[config.mk]
export PLATFORM = sky130hd
export DESIGN_NAME = html_visible_text_extractor
export DESIGN_NICKNAME = d
export VERILOG_FILES = /design/src/sv/hvte_pkg.sv /design/src/sv/hvte_front.sv /design/src/sv/hvte_queue.sv /design/src/sv/hvte_back.sv /design/src/sv/html_visible_text_extractor.sv
export SDC_FILE = /design/constraint.sdc
export NUM_CORES = 1
export LEC_CHECK = 0
export ABC_AREA = 1
export BUFFER_PORTS_ARGS = -buffer_cell sky130_fd_sc_hd__buf_4
export CELL_PAD_IN_SITES_DETAIL_PLACEMENT = 1
export CELL_PAD_IN_SITES_GLOBAL_PLACEMENT = 2
export CORE_ASPECT_RATIO = 0.9
export CORE_MARGIN = 1.5
export CORE_UTILIZATION = 39
export CTS_BUF_LIST = sky130_fd_sc_hd__clkbuf_8
export DETAILED_ROUTE_END_ITERATION = 8
export GPL_TIMING_DRIVEN = 0
export PLACE_DENSITY_LB_ADDON = 0.1
export SYNTH_ARGS = -nofsm -noshare
export SYNTH_HDL_FRONTEND = slang
export SYNTH_SLANG_ARGS = --single-unit
[constraint.sdc]
create_clock -name clk -period 3.01 [get_ports clk]
set_clock_uncertainty 0.15 [all_clocks]
set_input_delay 0.301 -clock clk [delete_from_list [all_inputs] [get_ports clk]]
set_output_delay 0.301 -clock clk [all_outputs]
set_load 0.01 [all_outputs]
[src/sv/hvte_pkg.sv]
// Package with the shared constants, command type and tag pattern table of the text extractor.
`timescale 1ns / 1ps

package hvte_pkg;

    // Character codes.
    localparam logic [7:0] CH_OPEN  = 8'h3C;
    localparam logic [7:0] CH_CLOSE = 8'h3E;
    localparam logic [7:0] CH_SPACE = 8'h20;
    localparam logic [7:0] CH_TAB   = 8'h09;
    localparam logic [7:0] CH_CR    = 8'h0D;
    localparam logic [7:0] CH_UP_A  = 8'h41;
    localparam logic [7:0] CH_UP_Z  = 8'h5A;
    localparam logic [7:0] CASE_OFS = 8'h20;

    // Tag patterns: bit order of the alive mask.
    localparam int NUM_PAT   = 4;
    localparam int PAT_MAX   = 9;
    localparam logic [3:0] LEN_SAT = 4'd9;

    localparam int PAT_SCRIPT_OPEN  = 0;
    localparam int PAT_SCRIPT_CLOSE = 1;
    localparam int PAT_STYLE_OPEN   = 2;
    localparam int PAT_STYLE_CLOSE  = 3;

    localparam logic [3:0] PAT_LEN [NUM_PAT] = '{4'd7, 4'd8, 4'd6, 4'd7};

    // Default depth of the command queue between front and back.
    localparam int QUEUE_DEPTH_DEF = 4;

    // One command per input beat that yields results.
    typedef struct packed {
        logic       has_space;  // a held space goes out before the byte
        logic       has_byte;   // a text byte goes out; otherwise a bare end marker
        logic [7:0] byte_val;
        logic       last;
    } cmd_t;

    // Character of pattern idx at position pos; zero past the pattern's end.
    function automatic logic [7:0] pat_char(input logic [1:0] idx, input logic [3:0] pos);
        logic [7:0] ch;
        ch = 8'h00;
        case (idx)
            2'd0:
            begin
                case (pos)
                    4'd0: ch = "<";
                    4'd1: ch = "s";
                    4'd2: ch = "c";
                    4'd3: ch = "r";
                    4'd4: ch = "i";
                    4'd5: ch = "p";
                    4'd6: ch = "t";
                    default: ch = 8'h00;
                endcase
            end
            2'd1:
            begin
                case (pos)
                    4'd0: ch = "<";
                    4'd1: ch = "/";
                    4'd2: ch = "s";
                    4'd3: ch = "c";
                    4'd4: ch = "r";
                    4'd5: ch = "i";
                    4'd6: ch = "p";
                    4'd7: ch = "t";
                    default: ch = 8'h00;
                endcase
            end
            2'd2:
            begin
                case (pos)
                    4'd0: ch = "<";
                    4'd1: ch = "s";
                    4'd2: ch = "t";
                    4'd3: ch = "y";
                    4'd4: ch = "l";
                    4'd5: ch = "e";
                    default: ch = 8'h00;
                endcase
            end
            default:
            begin
                case (pos)
                    4'd0: ch = "<";
                    4'd1: ch = "/";
                    4'd2: ch = "s";
                    4'd3: ch = "t";
                    4'd4: ch = "y";
                    4'd5: ch = "l";
                    4'd6: ch = "e";
                    default: ch = 8'h00;
                endcase
            end
        endcase
        return ch;
    endfunction

endpackage

[src/sv/hvte_front.sv]
// Front end: accepts HTML bytes, tracks tag and skip state, and queues output commands.
`timescale 1ns / 1ps

module hvte_front
(
    input  logic             clk,
    input  logic             rst_n,
    input  logic             in_valid,
    output logic             in_stall,
    input  logic [7:0]       in_byte,
    input  logic             in_last,
    input  logic             q_full,
    output logic             push,
    output hvte_pkg::cmd_t   push_cmd
);

    logic       inside_tag_reg, inside_tag_next;
    logic       skip_script_reg, skip_script_next;
    logic       skip_style_reg, skip_style_next;
    logic [3:0] tag_len_reg, tag_len_next;
    logic [3:0] alive_reg, alive_next;
    logic       text_seen_reg, text_seen_next;
    logic       space_pend_reg, space_pend_next;

    logic       accept;
    logic [7:0] lc;
    logic       is_ws;
    logic       emit_byte;
    logic       emit_space;

    assign in_stall = q_full;
    assign accept   = in_valid && !in_stall;

    // Lower-case A to Z only, and classify whitespace.
    always_comb
    begin
        lc = in_byte;
        if (in_byte >= hvte_pkg::CH_UP_A && in_byte <= hvte_pkg::CH_UP_Z)
        begin
            lc = in_byte + hvte_pkg::CASE_OFS;
        end
        is_ws = (in_byte == hvte_pkg::CH_SPACE) ||
                (in_byte >= hvte_pkg::CH_TAB && in_byte <= hvte_pkg::CH_CR);
    end

    // Next state for one accepted beat.
    always_comb
    begin
        inside_tag_next  = inside_tag_reg;
        skip_script_next = skip_script_reg;
        skip_style_next  = skip_style_reg;
        tag_len_next     = tag_len_reg;
        alive_next       = alive_reg;
        text_seen_next   = text_seen_reg;
        space_pend_next  = space_pend_reg;
        emit_byte        = 1'b0;
        emit_space       = 1'b0;

        if (in_byte == hvte_pkg::CH_OPEN)
        begin
            inside_tag_next = 1'b1;
            tag_len_next    = 4'd1;
            alive_next      = 4'hF;
        end
        else if (inside_tag_reg)
        begin
            // Each pattern drops out on its first mismatch.
            for (int i = 0; i < hvte_pkg::NUM_PAT; i++)
            begin
                if (tag_len_reg < hvte_pkg::PAT_LEN[i] &&
                    hvte_pkg::pat_char(2'(i), tag_len_reg) != lc)
                begin
                    alive_next[i] = 1'b0;
                end
            end
            if (tag_len_reg < hvte_pkg::LEN_SAT)
            begin
                tag_len_next = tag_len_reg + 4'd1;
            end
            if (in_byte == hvte_pkg::CH_CLOSE)
            begin
                inside_tag_next = 1'b0;
                if (alive_next[hvte_pkg::PAT_SCRIPT_OPEN])
                begin
                    skip_script_next = 1'b1;
                end
                else if (alive_next[hvte_pkg::PAT_SCRIPT_CLOSE])
                begin
                    skip_script_next = 1'b0;
                end
                else if (alive_next[hvte_pkg::PAT_STYLE_OPEN])
                begin
                    skip_style_next = 1'b1;
                end
                else if (alive_next[hvte_pkg::PAT_STYLE_CLOSE])
                begin
                    skip_style_next = 1'b0;
                end
                else if (!skip_script_reg && !skip_style_reg && text_seen_reg)
                begin
                    space_pend_next = 1'b1;
                end
            end
        end
        else if (!skip_script_reg && !skip_style_reg)
        begin
            if (is_ws)
            begin
                if (text_seen_reg)
                begin
                    space_pend_next = 1'b1;
                end
            end
            else
            begin
                emit_space      = space_pend_reg;
                emit_byte       = 1'b1;
                space_pend_next = 1'b0;
                text_seen_next  = 1'b1;
            end
        end

        // End of document: everything goes back to its reset value.
        if (in_last)
        begin
            inside_tag_next  = 1'b0;
            skip_script_next = 1'b0;
            skip_style_next  = 1'b0;
            tag_len_next     = 4'd0;
            alive_next       = 4'hF;
            text_seen_next   = 1'b0;
            space_pend_next  = 1'b0;
        end
    end

    // Command for the back end; a last beat with no text makes an end marker.
    always_comb
    begin
        push               = accept && (emit_byte || in_last);
        push_cmd.has_space = emit_space;
        push_cmd.has_byte  = emit_byte;
        push_cmd.byte_val  = emit_byte ? in_byte : 8'h00;
        push_cmd.last      = in_last;
    end

    // State registers.
    always_ff @(posedge clk or negedge rst_n)
    begin
        if (!rst_n)
        begin
            inside_tag_reg  <= 1'b0;
            skip_script_reg <= 1'b0;
            skip_style_reg  <= 1'b0;
            tag_len_reg     <= 4'd0;
            alive_reg       <= 4'hF;
            text_seen_reg   <= 1'b0;
            space_pend_reg  <= 1'b0;
        end
        else if (accept)
        begin
            inside_tag_reg  <= inside_tag_next;
            skip_script_reg <= skip_script_next;
            skip_style_reg  <= skip_style_next;
            tag_len_reg     <= tag_len_next;
            alive_reg       <= alive_next;
            text_seen_reg   <= text_seen_next;
            space_pend_reg  <= space_pend_next;
        end
    end

endmodule

[src/sv/hvte_queue.sv]
// Short command queue between the front end and the back end.
`timescale 1ns / 1ps

module hvte_queue
#(
    parameter int DEPTH = hvte_pkg::QUEUE_DEPTH_DEF
)
(
    input  logic           clk,
    input  logic           rst_n,
    input  logic           push,
    input  hvte_pkg::cmd_t push_cmd,
    input  logic           pop,
    output hvte_pkg::cmd_t head,
    output logic           empty,
    output logic           full
);

    localparam int PW = (DEPTH > 1) ? $clog2(DEPTH) : 1;
    localparam int CW = $clog2(DEPTH + 1);
    localparam logic [PW-1:0] LAST_PTR = PW'(DEPTH - 1);
    localparam logic [CW-1:0] FULL_CNT = CW'(DEPTH);

    hvte_pkg::cmd_t slot_reg [DEPTH];
    logic [PW-1:0]  wr_ptr_reg, wr_ptr_next;
    logic [PW-1:0]  rd_ptr_reg, rd_ptr_next;
    logic [CW-1:0]  count_reg, count_next;

    assign empty = (count_reg == '0);
    assign full  = (count_reg == FULL_CNT);
    assign head  = slot_reg[rd_ptr_reg];

    // Pointer and fill count updates.
    always_comb
    begin
        wr_ptr_next = wr_ptr_reg;
        rd_ptr_next = rd_ptr_reg;
        count_next  = count_reg;
        if (push)
        begin
            wr_ptr_next = (wr_ptr_reg == LAST_PTR) ? '0 : wr_ptr_reg + PW'(1);
        end
        if (pop)
        begin
            rd_ptr_next = (rd_ptr_reg == LAST_PTR) ? '0 : rd_ptr_reg + PW'(1);
        end
        if (push && !pop)
        begin
            count_next = count_reg + CW'(1);
        end
        else if (pop && !push)
        begin
            count_next = count_reg - CW'(1);
        end
    end

    always_ff @(posedge clk or negedge rst_n)
    begin
        if (!rst_n)
        begin
            wr_ptr_reg <= '0;
            rd_ptr_reg <= '0;
            count_reg  <= '0;
        end
        else
        begin
            wr_ptr_reg <= wr_ptr_next;
            rd_ptr_reg <= rd_ptr_next;
            count_reg  <= count_next;
        end
    end

    // Storage needs no reset.
    always_ff @(posedge clk)
    begin
        if (push)
        begin
            slot_reg[wr_ptr_reg] <= push_cmd;
        end
    end

endmodule

[src/sv/hvte_back.sv]
// Back end: expands queued commands into result beats through an output register.
`timescale 1ns / 1ps

module hvte_back
(
    input  logic           clk,
    input  logic           rst_n,
    input  hvte_pkg::cmd_t head,
    input  logic           empty,
    output logic           pop,
    output logic           res_valid,
    input  logic           res_stall,
    output logic [7:0]     out_byte,
    output logic           out_valid,
    output logic           out_last
);

    logic       res_valid_reg, res_valid_next;
    logic       phase_reg, phase_next;
    logic [7:0] byte_reg, byte_next;
    logic       text_reg, text_next;
    logic       last_reg, last_next;
    logic       load;

    assign res_valid = res_valid_reg;
    assign out_byte  = byte_reg;
    assign out_valid = text_reg;
    assign out_last  = last_reg;

    // The output register takes a new beat when it is empty or being drained.
    assign load = !res_valid_reg || !res_stall;

    // Choose the next beat: held space first, then the byte or end marker.
    always_comb
    begin
        res_valid_next = res_valid_reg;
        phase_next     = phase_reg;
        byte_next      = byte_reg;
        text_next      = text_reg;
        last_next      = last_reg;
        pop            = 1'b0;
        if (load)
        begin
            res_valid_next = 1'b0;
            if (!empty)
            begin
                res_valid_next = 1'b1;
                if (head.has_space && !phase_reg)
                begin
                    byte_next  = hvte_pkg::CH_SPACE;
                    text_next  = 1'b1;
                    last_next  = 1'b0;
                    phase_next = 1'b1;
                end
                else
                begin
                    byte_next  = head.byte_val;
                    text_next  = head.has_byte;
                    last_next  = head.last;
                    phase_next = 1'b0;
                    pop        = 1'b1;
                end
            end
        end
    end

    always_ff @(posedge clk or negedge rst_n)
    begin
        if (!rst_n)
        begin
            res_valid_reg <= 1'b0;
            phase_reg     <= 1'b0;
        end
        else
        begin
            res_valid_reg <= res_valid_next;
            phase_reg     <= phase_next;
        end
    end

    // Payload needs no reset.
    always_ff @(posedge clk)
    begin
        byte_reg <= byte_next;
        text_reg <= text_next;
        last_reg <= last_next;
    end

endmodule

[src/sv/html_visible_text_extractor.sv]
// Top level of the HTML visible text extractor: front end, command queue and back end.
//
//  Channel | Beat signals                     | Handshake
//  --------+----------------------------------+----------------------
//  input   | in_byte, in_last                 | in_valid / in_stall
//  result  | out_byte, out_valid, out_last    | res_valid / res_stall
//
// The front end takes one byte every cycle while the command queue has room.
// A byte's first result goes through the command queue into the output
// register; a byte that follows a held space yields two beats, the space
// and then the byte, both from the single output register of the back end.
// Reset is asynchronous and active low and clears all control state at once.
// A stall on the result side fills the queue, and then in_stall rises.
`timescale 1ns / 1ps

module html_visible_text_extractor
#(
    parameter int QUEUE_DEPTH = hvte_pkg::QUEUE_DEPTH_DEF
)
(
    input  logic       clk,
    input  logic       rst_n,
    input  logic       in_valid,
    output logic       in_stall,
    input  logic [7:0] in_byte,
    input  logic       in_last,
    output logic       res_valid,
    input  logic       res_stall,
    output logic [7:0] out_byte,
    output logic       out_valid,
    output logic       out_last
);

    logic           push;
    logic           pop;
    logic           q_full;
    logic           q_empty;
    hvte_pkg::cmd_t push_cmd;
    hvte_pkg::cmd_t head;

    hvte_front u_front
    (
        .clk      (clk),
        .rst_n    (rst_n),
        .in_valid (in_valid),
        .in_stall (in_stall),
        .in_byte  (in_byte),
        .in_last  (in_last),
        .q_full   (q_full),
        .push     (push),
        .push_cmd (push_cmd)
    );

    hvte_queue #(.DEPTH(QUEUE_DEPTH)) u_queue
    (
        .clk      (clk),
        .rst_n    (rst_n),
        .push     (push),
        .push_cmd (push_cmd),
        .pop      (pop),
        .head     (head),
        .empty    (q_empty),
        .full     (q_full)
    );

    hvte_back u_back
    (
        .clk       (clk),
        .rst_n     (rst_n),
        .head      (head),
        .empty     (q_empty),
        .pop       (pop),
        .res_valid (res_valid),
        .res_stall (res_stall),
        .out_byte  (out_byte),
        .out_valid (out_valid),
        .out_last  (out_last)
    );

    // A bare end marker always closes a document.
    a_marker_last: assert property (@(posedge clk) disable iff (!rst_n)
        (res_valid && !out_valid) |-> out_last)
        else $error("end marker without out_last");

    // A space is only ever a held space, which is never the final beat.
    a_space_not_last: assert property (@(posedge clk) disable iff (!rst_n)
        (res_valid && out_valid && out_byte == hvte_pkg::CH_SPACE) |-> !out_last)
        else $error("space beat marked last");

    // The back end never pops an empty queue.
    a_pop_nonempty: assert property (@(posedge clk) disable iff (!rst_n)
        pop |-> !q_empty)
        else $error("pop from empty command queue");

endmodule
==> results.toml, run 1 <==
[outcome]
status = "finished with violations"
violations = "design-rule violations"

[global_route]
track_usage_pct = 21.3
grt_pass1_wl_um = 18600
overflow = 0
grt_max_degree = 23
antenna_found_initial = 1
grt_pass1_vias = 3574

[setup_path]
path_common_cell = "inv_1"
crit_buf_inv = 5
path_cells = "buf_4, buf_2, nor2_1, nand2_1, nor2_1, nand3_1, nand3_4, inv_1, o21ai_2, inv_1, ha_1, inv_1, fa_1, mux2_2"
cp-start-kind = "primary input"
required_ns = 3.10
crit_arrival_ns = 2.93
r2r_setup_slack_ns = 0.19
critPathMaxFanout = 10
cpLargestDelayFamily = "simple AND/OR/NAND/NOR gates"
cp_slowest_cell = "fa_1"
critical_path_class = "primary input to flop"
slowest_delay_ns = 0.40
critPathCaptureType = "flop"

[route]
routed-via-count = 3461
wl_per_cell_um = 17.0
wl_um = 11300
ant_nets = 0
drcViolationCount = 6
via_per_inst = 5.23
drt_first_pass_iters = 8
drt_iter0_drc = 147

[sta]
slew_violations = 0
worst_pin_slew_ns = 1.15
setup_violations = 0
fmax_ghz = 0.353
fin_crit_sh_pct = 94.1
relSlewSlack_pct = 23.3
rsz0062_at_grt = "yes"
hold_violations = 0
tns_ns = 0
timing.final.crit_period_ns = 2.83

[finish]
largest_reg_flops = 44
nFillCells = 1231
drive_gt1_share_pct = 13.5
instances_no_fill = 662
fin_util_pct = 46.4
fin_nets = 553
synthToLayoutAreaGrowth_pct = 14.8

[power_and_ir_drop]
total_power_uw = 4930
powerDensity_nw_per_um2 = 1020
ir_drop_mv = 0.439
p_leak_uw = 0.00218

[placed_design]
portBuffers = 22
hpwlAfterDp_um = 8230
dp.cells = 642
routabilityCongestion = 0.864

[logic_synthesis]
post_synth_num_cell_types = 35
synth_seq_cells = 76
synth_top_flop_cell = "edfxtp_1"
synth_fp_nets = 517
syn_area_um2 = 4200
syn_inst = 491
synth_edf_count = 54
yosys.area.top_type = "edfxtp_1"
synth-seq-area-share_pct = 51.9
async_reset_ff_share_pct = 28.9
yosysWarningCount = 0
avgSynthCellArea_um2 = 8.55
yosys-top-cells-area = "edfxtp_1 39%, nand2_1 11%, dfrtp_1 11%, nor2_1 6.4%, inv_1 4.5%"
yosys.area.top_type_share_pct = 38.6

[clock_tree]
numCtsBuffers = 9
clock_path_buffers = 2
insertion_delay_ns = 0.35
path_clk_slew_ns = 0.08
post-cts-setup-buffer-count = 0
clock-sinks = 76
root_buffer = "clkbuf_8"
cts_tree = "yes"
htreeDepth = 3

[floorplanning]
fp-row-count = 35
die_w_um = 112
start_util_pct = 40.4
pin_count = 25
core-area_um2 = 10400
dieArea_um2 = 11400
die_h_um = 101

[flow_run]
maxCapViolCount = 0

[hold_path]
hp-class = "primary input to flop"
-- repair_timing --
action / in CTS / in global routing
hold buffers: 2 / 1
endpoints found under the hold margin: 23 / 4
pin swaps: 0 / 0
gates resized for setup: 1 / 9
endpoints found under the setup margin: 2 / 5
-- logic make-up after synthesis --
logic type | share of synthesized area, %
AOI/OAI and AO/OA | 10.1
and+or+nand+nor | 26.1
DFF | 51.9
muxes | 0.268
xor gates and xnor gates | 1.25
adders and majority gates | 4.05
buffers and inverters | 6.29
-- where the power goes --
| group | internal [µW] | total (µW) | leakage, µW | switching (µW) |
|---|---|---|---|---|
| registers | 1550 | 1680 | 0.000772 | 133 |
| clock network | 549 | 935 | 0.000125 | 386 |
| logic | 779 | 2310 | 0.00129 | 1530 |
| total | 2880 | 4930 | 0.00218 | 2050 |
-- metal layers --
layer / part of all wire (%) / routed length (µm) / global-route usage [%] / vias to the layer above
met5: 0 / 0 / 0 / -
met4: 0.72 / 81 / 4.19 / 0
met3: 3.0 / 343 / 4.49 / 8
met2: 44 / 5010 / 33.6 / 38
met1: 52 / 5830 / 30.6 / 1701
li1: - / - / - / 1714
-- cell usage in the layout (no fill, tap or decap), types with 3 or more instances in the layout --
cell type      count
nand2_1          126
nor2_1            71
edfxtp_1          54
inv_1             49
o21ai_0           33
nand3_1           31
buf_4             22
dfrtp_1           18
a21oi_1           11
ha_1              11
nand4_1           10
o22ai_1           10
clkbuf_8           9
clkbuf_1           8
o21ai_1            7
o211ai_1           5
xor2_1             5
buf_2              4
o21ai_2            4
nand2_2            4
dfstp_2            4
nand3_2            3
inv_2              3
bufinv_16          3
dlygate4sd3_1      3
-- tightest hold or removal path, stage by stage --
cell	delay (ns)
buf_4	0.08
o21ai_2	0.09
nor2_1	0.11
a21oi_1	0.05
-- final cells by class --
cell class	instances	area [µm²]	share of cell area [%]
Clock inverter	7	116	2.42
Sequential cell	76	2180	45.2
Clock buffer	9	124	2.57
Antenna cell	1	2.50	0.0519
Multi-Input combinational cell	350	1780	36.9
Buffer	14	72.6	1.51
Tap cell	129	161	3.35
Inverter	51	191	3.97
Timing Repair Buffer	25	195	4.05
-- path summary, 6_finish.rpt --
check,to,depth (start not counted),start
setup / recovery,u_queue.count_reg[1]$_DFFE_PN0P_,14,in_byte[6]
hold / removal,u_front.text_seen_reg$_DFFE_PN0P_,4,in_valid
setup reg to reg,u_front.space_pend_reg$_DFFE_PN0P_,16,u_front.tag_len_reg[0]$_DFFE_PN0P_
hold reg to reg,u_front.skip_style_reg$_DFFE_PN0P_,2,u_front.skip_style_reg$_DFFE_PN0P_
max in group asynchronous,u_front.alive_reg[2]$_DFFE_PN1P_,2,rst_n
min in group asynchronous,u_queue.count_reg[2]$_DFFE_PN0P_,2,rst_n
-- synthesized netlist by cell type, types with 4 or more instances --
cell and count:
o22ai_1 10, clkbuf_1 8, o211ai_1 5, nand4_1 10
nand2_2 4, inv_1 50, o21ai_0 36, nand3_2 4
nand3_1 31, edfxtp_1 54, a21oi_1 11, nor2_1 72
nand2_1 126, buf_2 4, dfstp_2 4, o21ai_1 6
dfrtp_1 18, xor2_1 5, ha_1 12
-- per-stage QoR --
stage	setup WS, ns	instance area [µm²]	hold WS (ns)
6_report	0.177	4820	0.174
5_1_grt	-0.0597	4810	0.207
4_1_cts	0.0797	4780	0.00721
3_5_place_dp	-0.209	4520	0.0649
3_3_place_gp	-0.169	4520	0.0616
2_1_floorplan	0.333	4200	-0.145
Power figures use the tool's default switching activity.
==> run 2, diff against run 1 <==
--- a/config.mk
+++ b/config.mk
@@ -7,7 +7,7 @@
 export LEC_CHECK = 0
 export ABC_AREA = 1
 export BUFFER_PORTS_ARGS = -buffer_cell sky130_fd_sc_hd__buf_4
-export CELL_PAD_IN_SITES_DETAIL_PLACEMENT = 1
+export CELL_PAD_IN_SITES_DETAIL_PLACEMENT = 0
 export CELL_PAD_IN_SITES_GLOBAL_PLACEMENT = 2
 export CORE_ASPECT_RATIO = 0.9
 export CORE_MARGIN = 1.5
==> results.toml, run 2 (synthesis gave the netlist of run 1 again) <==
[outcome]
status = "completed"

[clock_tree]
cts_tree = "yes"
insertion_delay_ns = 0.35
path_clk_slew_ns = 0.08
htreeDepth = 3
post-cts-setup-buffer-count = 0
numCtsBuffers = 9
clock-sinks = 76
clock_path_buffers = 2
root_buffer = "clkbuf_8"

[flow_run]
maxCapViolCount = 0

[setup_path]
slowest_delay_ns = 0.43
cp-start-kind = "flop"
crit_arrival_ns = 2.89
crit_buf_inv = 3
critical_path_class = "flop to flop"
critPathMaxFanout = 6
path_common_cell = "inv_1"
required_ns = 3.10
cpLargestDelayFamily = "adder cells"
cp_slowest_cell = "dfrtp_1"
critPathCaptureType = "flop"
path_cells = "or2_2, o21ai_1, inv_1, o21ai_2, inv_1, ha_1, inv_1, fa_1, mux2_2"

[sta]
worst_pin_slew_ns = 1.13
timing.final.crit_period_ns = 2.81
hold_violations = 0
fin_crit_sh_pct = 93.2
rsz0062_at_grt = "no"
slew_violations = 0
fmax_ghz = 0.356
fin_ws_ns = 0.204
relSlewSlack_pct = 24.2
setup_violations = 0
tns_ns = 0
fin_hold_ws_ns = 0.0239

[hold_path]
hp-class = "primary input to flop"

[route]
drt_first_pass_iters = 7
wl_per_cell_um = 15.7
ant_nets = 0
drcViolationCount = 0
drt_iter0_drc = 243
wl_um = 10300
routed-via-count = 3363
via_per_inst = 5.10

[floorplanning]
pin_count = 25
core-area_um2 = 10400
die_w_um = 112
start_util_pct = 40.4
die_h_um = 101
dieArea_um2 = 11400
fp-row-count = 35

[global_route]
track_usage_pct = 19.0
grt_pass1_vias = 3173
overflow = 0
antenna_found_initial = 1
grt_max_degree = 23
grt_pass1_wl_um = 16500

[placed_design]
hpwlAfterDp_um = 7390
portBuffers = 22
dp_slack_ns = -0.167
routabilityCongestion = 0.864

[finish]
fin_util_pct = 46.1
largest_reg_flops = 44
fin_nets = 552
antenna_cells = 0
drive_gt1_share_pct = 13.4
layout_commonest_cell = "nand2_1"
synthToLayoutAreaGrowth_pct = 13.9
mostFrequentLayoutCells = "126 x nand2_1, 71 x nor2_1, 54 x edfxtp_1"

[power_and_ir_drop]
ir_drop_mv = 0.602
total_power_uw = 4780
p_leak_uw = 0.00217
powerDensity_nw_per_um2 = 999
==> run 2: cell count changes in the layout (fill, tap and decap cells not counted) <==
| cell | previous run | this run |
|---|---|---|
| o21ai_2 | 4 | 2 |
| bufinv_16 | 3 | 2 |
| clkinv_1 | 0 | 1 |
| clkinv_2 | 1 | 2 |
| diode_2 | 1 | 0 |
| dlygate4sd3_1 | 3 | 2 |
| inv_1 | 49 | 48 |
| o21ai_1 | 7 | 8 |
| o21ai_4 | 0 | 1 |
==> run 2: worst reg2reg max path, cell delays in order, from the launching register on <==
cell and delay, ns:
dfrtp_1 0.43, or2_2 0.33, o21ai_1 0.36, inv_1 0.15, o21ai_2 0.14, inv_1 0.14, ha_1 0.22, inv_1 0.11
fa_1 0.39, mux2_2 0.26
==> run 2: metal layers <==
metal	routed length, µm	track usage, %
met5	0	0
met4	80	4.38
met3	446	3.89
met2	4460	29.4
met1	5350	27.8
==> run 2: layout make-up <==
type,count,area (µm²)
fill,1010,5600
sequential,76,2180
multi-input combinational,350,1780
inverter,51,191
timing repair buffer,24,185
tap,129,161
clock buffer,9,124
clock inverter,7,91.3
buffer,14,72.6
==> run 2: stage by stage <==
stage               cells  instance area, µm²
floorplan             491                4200
global placement      642                4520
detailed placement    642                4520
CTS                   660                4760
global route          660                4780
finish                660                4780
==> run 2: timing repair <==
action,in CTS,in global routing
gates resized for setup,1,9
hold buffers,2,0
endpoints found under the hold margin,23,0
endpoints found under the setup margin,1,5
pin swaps,0,0
==> run 2: worst paths after layout <==
check	startpoint	endpoint	slack, ns	depth (start not counted)
setup / recovery	u_queue.count_reg[0]$_DFFE_PN0P_	u_queue.count_reg[1]$_DFFE_PN0P_	0.20	9
hold / removal	in_last	u_queue.slot_reg[0][0]$_DFFE_PP_	0.02	1
setup reg to reg	u_queue.count_reg[0]$_DFFE_PN0P_	u_queue.count_reg[1]$_DFFE_PN0P_	0.20	9
hold reg to reg	u_front.space_pend_reg$_DFFE_PN0P_	u_front.space_pend_reg$_DFFE_PN0P_	0.33	2
max in group asynchronous	rst_n	u_front.alive_reg[2]$_DFFE_PN1P_	2.20	2
min in group asynchronous	rst_n	u_queue.count_reg[2]$_DFFE_PN0P_	0.23	2
==> run 2: power by group <==
part | switching [µW] | internal (µW)
Clock | 373 | 464
Sequential | 127 | 1550
Combinational | 1480 | 782
